**src/rau_pkg.sv**
```systemverilog
// Shared types, constants and command codes of the rational arithmetic unit.
package rau_pkg;

  localparam int W = 32;

  typedef logic [W-1:0] word_t;

  typedef enum logic [1:0] {
    CMD_ADD = 2'd0,
    CMD_SUB = 2'd1,
    CMD_MUL = 2'd2,
    CMD_DIV = 2'd3
  } cmd_t;

  typedef enum logic [1:0] {
    ST_OK    = 2'd0,
    ST_DIVZ  = 2'd1,
    ST_OVFL  = 2'd2,
    ST_RSVD  = 2'd3
  } status_t;

  localparam word_t WSIGN = {1'b1, {(W-1){1'b0}}};

  // Datapath operations issued by the controller.
  typedef enum logic [3:0] {
    OP_NONE   = 4'd0,
    OP_LOAD   = 4'd1,  // take operands from the input beat
    OP_PREP   = 4'd2,  // zero fix and sign move of (x,y); flags overflow
    OP_GSTART = 4'd3,  // load GCD registers from |x| and y (sub 1: from ad and bd)
    OP_GSTEP  = 4'd4,  // start a remainder for the GCD
    OP_DSTART = 4'd5,  // divider: x / g  (signed)
    OP_DSTART2= 4'd6,  // divider: y / g
    OP_STX    = 4'd7,  // store quotient into x; sub 1: GCD step, ga <= gb and gb <= rem
    OP_STY    = 4'd8,  // store quotient into y
    OP_SAVE_A = 4'd9,  // save normalized (x,y) as operand a; load b into (x,y)
    OP_SAVE_B = 4'd10, // save normalized (x,y) as operand b
    OP_COMB   = 4'd11, // combine step selected by sub-step
    OP_FINISH = 4'd12  // write result register
  } op_t;

  typedef struct packed {
    op_t        op;
    logic [3:0] sub;
  } cmd_bus_t;

  typedef struct packed {
    logic ovf;      // denominator equals most negative value and numerator is nonzero
    logic gcd_done; // GCD divisor register is zero
    logic div_busy;
    logic bn_zero;
  } stat_bus_t;

  function automatic word_t wneg(input word_t x);
    return word_t'(-x);
  endfunction

  function automatic word_t wmag(input word_t x);
    return x[W-1] ? wneg(x) : x;
  endfunction

endpackage

```
**src/rau_ctrl.sv**
```systemverilog
// Controller: sequences normalization, GCD and combine steps for one item.
module rau_ctrl (
  input  logic               clk,
  input  logic               rst,
  input  logic               in_valid,
  output logic               in_ready,
  output logic               out_valid,
  input  logic               out_ready,
  input  logic [1:0]         in_cmd,
  input  rau_pkg::stat_bus_t stat,
  output rau_pkg::cmd_bus_t  ctl,
  output rau_pkg::status_t   fin_status
);
  typedef enum logic [13:0] {
    S_IDLE  = 14'b00000000000001,
    S_PREP  = 14'b00000000000010,
    S_GST   = 14'b00000000000100,
    S_GCHK  = 14'b00000000001000,
    S_GWAIT = 14'b00000000010000,
    S_DX    = 14'b00000000100000,
    S_DXW   = 14'b00000001000000,
    S_DY    = 14'b00000010000000,
    S_DYW   = 14'b00000100000000,
    S_SAVE  = 14'b00001000000000,
    S_COMB  = 14'b00010000000000,
    S_CWAIT = 14'b00100000000000,
    S_FIN   = 14'b01000000000000,
    S_OUT   = 14'b10000000000000
  } state_t;

  // Normalization passes: 0 a, 1 b, 2 reciprocal, 3 result.
  typedef enum logic [1:0] {
    P_A = 2'd0, P_B = 2'd1, P_R = 2'd2, P_RES = 2'd3
  } pass_t;

  state_t           state, state_next;
  pass_t            pass, pass_next;
  logic [3:0]       sub, sub_next;
  logic [1:0]       cmd, cmd_next;
  logic             lcm_g, lcm_g_next;
  rau_pkg::status_t st, st_next;

  assign in_ready   = (state == S_IDLE);
  assign out_valid  = (state == S_OUT);
  assign fin_status = st;

  always_ff @(posedge clk) begin
    if (rst) begin
      state <= S_IDLE;
      pass  <= P_A;
      sub   <= '0;
      cmd   <= '0;
      lcm_g <= 1'b0;
      st    <= rau_pkg::ST_OK;
    end else begin
      state <= state_next;
      pass  <= pass_next;
      sub   <= sub_next;
      cmd   <= cmd_next;
      lcm_g <= lcm_g_next;
      st    <= st_next;
    end
  end

  // Next-state and command decode.
  always_comb begin
    state_next = state;
    pass_next  = pass;
    sub_next   = sub;
    cmd_next   = cmd;
    lcm_g_next = lcm_g;
    st_next    = st;
    ctl.op     = rau_pkg::OP_NONE;
    ctl.sub    = '0;
    case (state)
      S_IDLE: begin
        if (in_valid) begin
          ctl.op     = rau_pkg::OP_LOAD;
          cmd_next   = in_cmd;
          pass_next  = P_A;
          st_next    = rau_pkg::ST_OK;
          lcm_g_next = 1'b0;
          state_next = S_PREP;
        end
      end
      S_PREP: begin
        ctl.op = rau_pkg::OP_PREP;
        if (stat.ovf) begin
          st_next    = rau_pkg::ST_OVFL;
          state_next = S_FIN;
        end else begin
          state_next = S_GST;
        end
      end
      S_GST: begin
        ctl.op     = rau_pkg::OP_GSTART;
        ctl.sub    = {3'd0, lcm_g};
        state_next = S_GCHK;
      end
      S_GCHK: begin
        if (stat.gcd_done) begin
          if (lcm_g) begin
            lcm_g_next = 1'b0;
            sub_next   = 4'd1;
            state_next = S_COMB;
          end else begin
            state_next = S_DX;
          end
        end else begin
          ctl.op     = rau_pkg::OP_GSTEP;
          state_next = S_GWAIT;
        end
      end
      S_GWAIT: begin
        if (!stat.div_busy) begin
          ctl.op     = rau_pkg::OP_STX;
          ctl.sub    = 4'd1;
          state_next = S_GCHK;
        end
      end
      S_DX: begin
        ctl.op     = rau_pkg::OP_DSTART;
        state_next = S_DXW;
      end
      S_DXW: begin
        if (!stat.div_busy) begin
          ctl.op     = rau_pkg::OP_STX;
          state_next = S_DY;
        end
      end
      S_DY: begin
        ctl.op     = rau_pkg::OP_DSTART2;
        state_next = S_DYW;
      end
      S_DYW: begin
        if (!stat.div_busy) begin
          ctl.op     = rau_pkg::OP_STY;
          state_next = S_SAVE;
        end
      end
      S_SAVE: begin
        case (pass)
          P_A: begin
            ctl.op     = rau_pkg::OP_SAVE_A;
            pass_next  = P_B;
            state_next = S_PREP;
          end
          P_B, P_R: begin
            ctl.op = rau_pkg::OP_SAVE_B;
            if (cmd == rau_pkg::CMD_ADD || cmd == rau_pkg::CMD_SUB) begin
              lcm_g_next = 1'b1;
              state_next = S_GST;
            end else if (cmd == rau_pkg::CMD_DIV && pass == P_B) begin
              if (stat.bn_zero) begin
                st_next    = rau_pkg::ST_DIVZ;
                state_next = S_FIN;
              end else begin
                sub_next   = 4'd10;
                state_next = S_COMB;
              end
            end else begin
              sub_next   = 4'd8;
              state_next = S_COMB;
            end
          end
          default: state_next = S_FIN;
        endcase
      end
      S_COMB: begin
        ctl.op  = rau_pkg::OP_COMB;
        ctl.sub = sub;
        case (sub)
          4'd0: begin sub_next = 4'd1; end
          4'd1, 4'd3, 4'd5: begin state_next = S_CWAIT; end
          4'd7, 4'd9: begin
            pass_next  = P_RES;
            state_next = S_PREP;
          end
          4'd10: begin
            pass_next  = P_R;
            state_next = S_PREP;
          end
          default: sub_next = sub + 4'd1;
        endcase
        // The LCM path first forms ad*bd before dividing by the GCD.
        if (sub == 4'd1 && state == S_COMB && !lcm_g && pass != P_RES) begin
          state_next = S_CWAIT;
        end
      end
      S_CWAIT: begin
        if (!stat.div_busy) begin
          sub_next   = sub + 4'd1;
          state_next = S_COMB;
        end
      end
      S_FIN: begin
        ctl.op     = rau_pkg::OP_FINISH;
        state_next = S_OUT;
      end
      S_OUT: begin
        if (out_ready) begin
          state_next = S_IDLE;
        end
      end
      default: state_next = S_IDLE;
    endcase
    // The GCD for the LCM finished: compute ad*bd, then divide.
    if (state == S_GCHK && stat.gcd_done && lcm_g) begin
      sub_next = 4'd0;
    end
  end
endmodule
```
**config.mk**
```make
export PLATFORM = sky130hd
export DESIGN_NAME = rau_ctrl
export DESIGN_NICKNAME = d
export VERILOG_FILES = /design/src/rau_pkg.sv /design/src/rau_ctrl.sv
export SDC_FILE = /design/constraint.sdc
export NUM_CORES = 1
export LEC_CHECK = 0
export CAP_MARGIN = 20
export CORE_UTILIZATION = 69
export CTS_CLUSTER_SIZE = 12
export DETAILED_ROUTE_END_ITERATION = 6
export DONT_BUFFER_PORTS = 1
export PLACE_DENSITY = 0.85
export SETUP_SLACK_MARGIN = 0.02
export SYNTH_ARGS = -nofsm -noshare
export SYNTH_HDL_FRONTEND = slang
export SYNTH_SLANG_ARGS = --single-unit
```
**constraint.sdc**
```tcl
create_clock -name clk -period 4.5 [get_ports clk]
set_input_delay 0.45 -clock clk [delete_from_list [all_inputs] [get_ports clk]]
set_output_delay 0.45 -clock clk [all_outputs]
set_load 0.02 [all_outputs]
```
==> results.toml, run 1 <==
[clocking]
clockRootBuffer = "clkbuf_4"
clkSinkCount = 25
cts_buffers = 3
h-tree-depth = 1
cts.clk_slew.worst_paths_ps = 160
cts.repair.resized = 0
holdBufCountCts = 0
cts_tree = "built"
worstSkewPairLatency_ps = 330
max-clock-path-buffers = 2
post_cts_buffers = 0

[drt]
wl_per_cell_um = 19.04
dr.pass1.iters = 7
vias = 1979
drc = 2
vias_per_cell = 7.276
ant_nets = 0
drt_iter0_markers = 236
drt_wl_total_um = 5180

[setup_path]
start_kind = "register"
end_kind = "output port"
crit-reg2reg-capture = "state[0]$_SDFFE_PP1P_"
arrival_ps = 2490
critical_path.endpoint = "ctl[4]"
r2r-start = "state[10]$_SDFFE_PP0P_"
startpoint = "state[10]$_SDFFE_PP0P_"
critPathKind = "reg -> out"
cp.required_ps = 4050
cp_max_fo = 14
r2r_slack_ps = 1980
reg2reg_depth = 6

[power]
peakVddDrop_mv = 0.2284
p_clk_frac = 0.208
switching_share = 0.3786
power_density_mw_per_mm2 = 257.9
power_leakage_nw = 0.7308
p_switching_mw = 0.2007
p_int_mw = 0.3294
pwr-share-seq = 0.478
p_comb_frac = 0.314

[floorplanning]
die_height_um = 57.70
core-area_mm2 = 0.002853
die-area_mm2 = 0.003329
die_x_um = 57.70
initial_core_util = 0.7504
num_rows = 19
io_pins = 22

[placed_design]
gp_congestion = 0.9352
portBuffers = 0
hpwlAfterDp_um = 3791

[cells_and_area]
fin_util = 0.7206
fillCellCount = 238
syn2layout_area_growth_pct = -3.974
fin_nets = 260
drive_above_1_share = 0.1203
diodes = 0

[synth]
ys_ff_latch = 25
yosys_warnings = 0
ys_top_cells_by_area = "dfxtp_1 23%, ha_1 4.7%, nand3_1 3.7%"
yosysSeqAreaShare = 0.2338
synth_edf_count = 0
synth_ff_type = "dfxtp_1"
synth_top_area_share = 0.2338
yosysTopAreaCell = "dfxtp_1"
yosysUniqueCellTypes = 72
synth_most_common_cell = "dfxtp_1"
syn_nets = 271
syn_avg_cell_area_um2 = 8.462
synth_cells = 253
async_reset_ff_frac = 0
synth_area_mm2 = 0.002141
synthTopCellsByCount = "25 x dfxtp_1, 19 x nand2_1, 18 x nor2_1"

[timing]
timing.final.crit_share = 0.6530
maxSlewHeadroom = 0.5142
clock.fmax_ghz = 0.3403
setup-violations-final = 0
maxSlewViolCount = 0
worst_slew_pin_slew_ps = 723.2
tns_ps = 0
hold_viol = 0
skew_ps = 4.683
finalCriticalPeriod_ps = 2938
rsz0062_at_grt = "no"

[global_routing]
antenna_found_initial = 0
grt_pass1_wl_um = 8535
grt_max_degree = 23
first_global_vias = 1810
overflow = 0
grtUsageTotal = 0.3288

[outcome]
status = "finished with violations"
violations = "DRC"

[run]
drv_cap = 0

[hold_path]
hold_path_depth = 1
hold_class = "in -> reg"
routing by layer:
metal / up-vias / wire, um / global-route usage
met1: 916 / 2290 / 0.4618
met3: 13 / 479 / 0.05357
met4: 0 / 86 / 0.08163
met2: 93 / 2325 / 0.5299
met5: - / 0 / 0
li1: 957 / - / -
kinds of logic after synthesis:
group / synth area share
buf+inv: 0.09819
simple gates: 0.3723
mux: 0.02338
fa+ha+maj: 0.04676
xor+xnor: 0.01637
compound gates: 0.2092
flops: 0.2338
sequential cells by signal (all words and copies together), names as in the netlist:
register,flops
cmd,2
fin_status,2
lcm_g,1
state,14
pass,2
sub,4
how the worst min path moves through the flow:
stage / startpoint / slack, ps / end
6_report: rst / 160 / state[10]$_SDFFE_PP0P_
5_1_grt: rst / 140 / fin_status[0]$_SDFFE_PP0P_
4_1_cts: rst / 160 / state[10]$_SDFFE_PP0P_
3_5_place_dp: rst / 520 / state[10]$_SDFFE_PP0P_
3_3_place_gp: sub[1]$_SDFFE_PP0P_ / 510 / sub[1]$_SDFFE_PP0P_
2_1_floorplan: lcm_g$_SDFFE_PP0P_ / 480 / state[5]$_SDFFE_PP0P_
area by class of cell:
cell class	instances	area (um2)	share of cell area
sequential	25	500.5	0.2435
inverter	9	33.78	0.01643
clock inverter	1	7.507	0.003652
multi-input combinational	200	1430	0.6957
timing repair buffer	3	22.52	0.01096
clock buffer	3	22.52	0.01096
tap	31	38.79	0.01887
power by group through the flow:
stage	combinational [mW]	clock, mW	sequential (mW)
after floorplan	0.164	0	0.242
after CTS	0.160	0.109	0.253
after global placement	0.158	0	0.257
after global routing	0.181	0.119	0.255
after detailed placement	0.159	0	0.257
final	0.167	0.110	0.253
through the flow:
step                instances  instance area [um2]  setup WS (ps)  total power, mW  hold slack, ps
global placement          267                 2018           1623           0.4152           510.5
finish                    272                 2056           1562           0.5302           160.0
floorplan                 253                 2141           2400           0.4063           482.3
global route              272                 2056           1310           0.5557           138.8
detailed placement        267                 2018           1549           0.4162           519.1
CTS                       271                 2048           1551           0.5213           162.9
worst max-delay path, stage by stage (launching register included):
cell     delay [ps]
dfxtp_1         430
nor4_4          710
and3_1          410
nand3_1         290
nand3_1         310
layout by cell type, fill, tap and decap left out, types with 5 or more instances in the layout:
| cell | instances |
|---|---|
| dfxtp_1 | 25 |
| nand2_1 | 19 |
| nor2_1 | 18 |
| nand3_1 | 16 |
| a21oi_1 | 14 |
| nand4_1 | 11 |
| inv_1 | 9 |
| nor4b_1 | 9 |
| o21ai_0 | 9 |
| ha_1 | 8 |
| nor4_1 | 7 |
| nor3_1 | 6 |
| mux2i_1 | 5 |
No activity file was read; power rests on OpenSTA's default activity.
==> run 2: changes to the inputs <==
Settings changed: ABC_AREA set to 1, CORE_UTILIZATION 69 to 57, PLACE_DENSITY 0.85 to 0.75.
Clock period 4.5 ns to 2.7 ns, I/O delays scaled along.
==> run 2 against run 1 <==
  * The flow now finishes without violations
  * Combinational power rose to 4.0 times the previous value
  * Non-clock buffer count fell by 2
  * Clock skew barely moved
  * Sequential cell count did not move
  * Critical endpoint unchanged
==> results.toml, run 2 <==
[power]
peakVddDrop_mv = 0.3913
p_clk_frac = 0.138
pwr-share-seq = 0.354
power_leakage_nw = 1.089
power_density_mw_per_mm2 = 626.7
p_int_mw = 0.6808
p_switching_mw = 0.6225
p_comb_frac = 0.509
switching_share = 0.4776

[clocking]
cts_buffers = 3
cts.clk_slew.worst_paths_ps = 150
cts_tree = "built"
worstSkewPairLatency_ps = 330
post_cts_buffers = 0
h-tree-depth = 1
max-clock-path-buffers = 2
clockRootBuffer = "clkbuf_4"
clkSinkCount = 25

[drt]
vias_per_cell = 5.393
drt_wl_total_um = 4802
dr.pass1.iters = 5
drt_iter0_markers = 122
drc = 0
wl_per_cell_um = 13.01
ant_nets = 0
vias = 1990

[synth]
syn_avg_cell_area_um2 = 6.275
synth_most_common_cell = "nand2_1"
yosysUniqueCellTypes = 33
synth_cells = 322
synthTopCellsByCount = "68 x nand2_1, 53 x nor2_1, 50 x inv_1"
synth_edf_count = 0
syn_nets = 340
synth_ff_type = "dfxtp_1"
async_reset_ff_frac = 0
synth_top_area_share = 0.2477
ys_ff_latch = 25
yosysTopAreaCell = "dfxtp_1"
yosys_warnings = 0
yosysSeqAreaShare = 0.2477
synth_area_mm2 = 0.002021
ys_top_cells_by_area = "dfxtp_1 25%, nand2_1 13%, nor2_1 9.8%"

[cells_and_area]
top_regs = "state (14), sub (4)"
diodes = 0
fin_nets = 342
final_cell_mix = "67 x nand2_1, 53 x nor2_1, 50 x inv_1, 25 x nand3_1, 25 x dfxtp_1"
largest_register = "state"
layout_commonest_cell = "nand2_1"
drive_above_1_share = 0.1300
syn2layout_area_growth_pct = 2.910
largest_reg_flops = 14
final_area_mm2 = 0.002079

[timing]
rsz0062_at_grt = "no"
timing.final.crit_share = 0.8685
clock.fmax_ghz = 0.4265
tns_ps = 0
hold_viol = 0
finalCriticalPeriod_ps = 2345
skew_ps = 4.283
maxSlewHeadroom = 0.6141
worst_slew_pin_slew_ps = 589.5
maxSlewViolCount = 0
setup-violations-final = 0

[setup_path]
r2r-start = "state[6]$_SDFFE_PP0P_"
arrival_ps = 2070
end_kind = "output port"
slowest_stage = "dfxtp_1"
start_kind = "register"
crit-reg2reg-capture = "fin_status[1]$_SDFFE_PP0P_"
r2r_slack_ps = 720
cp_max_fo = 12
path_cells = "nor2_2 > nand2_4 > nor2_4 > nand2_2 > nor2_1 > nor3_1 > nand3b_1"
startpoint = "state[6]$_SDFFE_PP0P_"
max_stage_delay_ps = 370
reg2reg_depth = 9
cp.required_ps = 2430
critical_path.endpoint = "ctl[4]"
critPathKind = "reg -> out"

[global_routing]
grt_pass1_wl_um = 7293
grt_max_degree = 16
overflow = 0
first_global_vias = 1666
antenna_found_initial = 0
grtUsageTotal = 0.2591

[placed_design]
gp_congestion = 0.9168
dpl-instance-area_mm2 = 0.002041
hpwlAfterDp_um = 3858
portBuffers = 0

[floorplanning]
die_height_um = 61.54
core-area_mm2 = 0.003363
die_x_um = 61.54
num_rows = 21
die-area_mm2 = 0.003787
io_pins = 22
initial_core_util = 0.6008

[run]
drv_cap = 0

[outcome]
status = "finished clean"

[hold_path]
hold_class = "in -> reg"
## run 2: changes by cell type after synthesis, moves of 7 or more
cell	before	now
inv_1	9	50
nand2_1	19	68
nand3_1	16	25
nor2_1	18	53
nor2_2	0	18
nor4_1	7	0
nor4b_1	9	0
## run 2: area by class of cell
cell class / instances / area (um2)
multi-input combinational: 242 / 1294
fill: 360 / 1284
sequential: 25 / 500.5
inverter: 51 / 191.4
tap: 46 / 57.56
clock buffer: 4 / 26.28
timing repair buffer: 1 / 10.01
## run 2: worst max-delay path, delay by kind of cell (launching register included)
kind / cells / cell delay, ps
AND/OR/NAND/NOR: 7 / 1380
flip-flops: 1 / 370
## run 2: power by group through the flow
| stage | registers (mW) | clock network (mW) | logic, mW |
|---|---|---|---|
| after floorplan | 0.462 | 0 | 0.550 |
| after global placement | 0.468 | 0 | 0.643 |
| after detailed placement | 0.469 | 0 | 0.647 |
| after CTS | 0.461 | 0.181 | 0.651 |
| after global routing | 0.469 | 0.194 | 0.743 |
| final | 0.461 | 0.179 | 0.663 |
## run 2: routing by layer
metal  vias to the layer above  part of all wire  GRT usage
li1                       1030                 -          -
met1                       883              0.45     0.3384
met2                        66              0.47     0.4516
met3                        11             0.061    0.03151
met4                         0             0.015    0.06349
met5                         -                 0          0
## run 2: worst min path at each step
| stage | start | to | slack [ps] | cells after the start |
|---|---|---|---|---|
| 5_1_grt | stat[2] | state[5]$_SDFFE_PP0P_ | 90 | 2 |
| 3_3_place_gp | rst | fin_status[0]$_SDFFE_PP0P_ | 340 | 1 |
| 4_1_cts | stat[2] | state[5]$_SDFFE_PP0P_ | 80 | 2 |
| 2_1_floorplan | rst | fin_status[0]$_SDFFE_PP0P_ | 340 | 1 |
| 6_report | stat[2] | state[5]$_SDFFE_PP0P_ | 80 | 2 |
| 3_5_place_dp | rst | fin_status[0]$_SDFFE_PP0P_ | 340 | 1 |
## run 2: kinds of logic after synthesis
logic type,Yosys count,share of synthesized area
XOR/XNOR,2,0.008670
AND/OR/NAND/NOR,200,0.4873
flip-flops,25,0.2477
buffers and inverters,55,0.1133
AO/OA/AOI/OAI,32,0.09350
adder cells (fa/ha/maj),8,0.04954
## run 2: timing repair
| item | CTS | global route |
|---|---|---|
| hold buffers | 1 | 0 |
| endpoints found under the hold margin | 2 | 0 |
| resized for setup | 0 | 1 |
| endpoints found under the setup margin | 0 | 2 |
## run 2: metrics by stage
step / worst slack [ps] / power [mW] / std cells / utilization / hold slack [ps]
2_1_floorplan: 1075 / 1.012 / 322 / - / 339.1
3_3_place_gp: 678.5 / 1.112 / 364 / 0.6068 / 341.0
3_5_place_dp: 605.2 / 1.116 / 364 / 0.6068 / 344.9
4_1_cts: 227.8 / 1.293 / 369 / 0.6176 / 82.80
5_1_grt: 158.8 / 1.405 / 369 / 0.6183 / 88.74
6_report: 355.2 / 1.303 / 369 / 0.6183 / 83.15
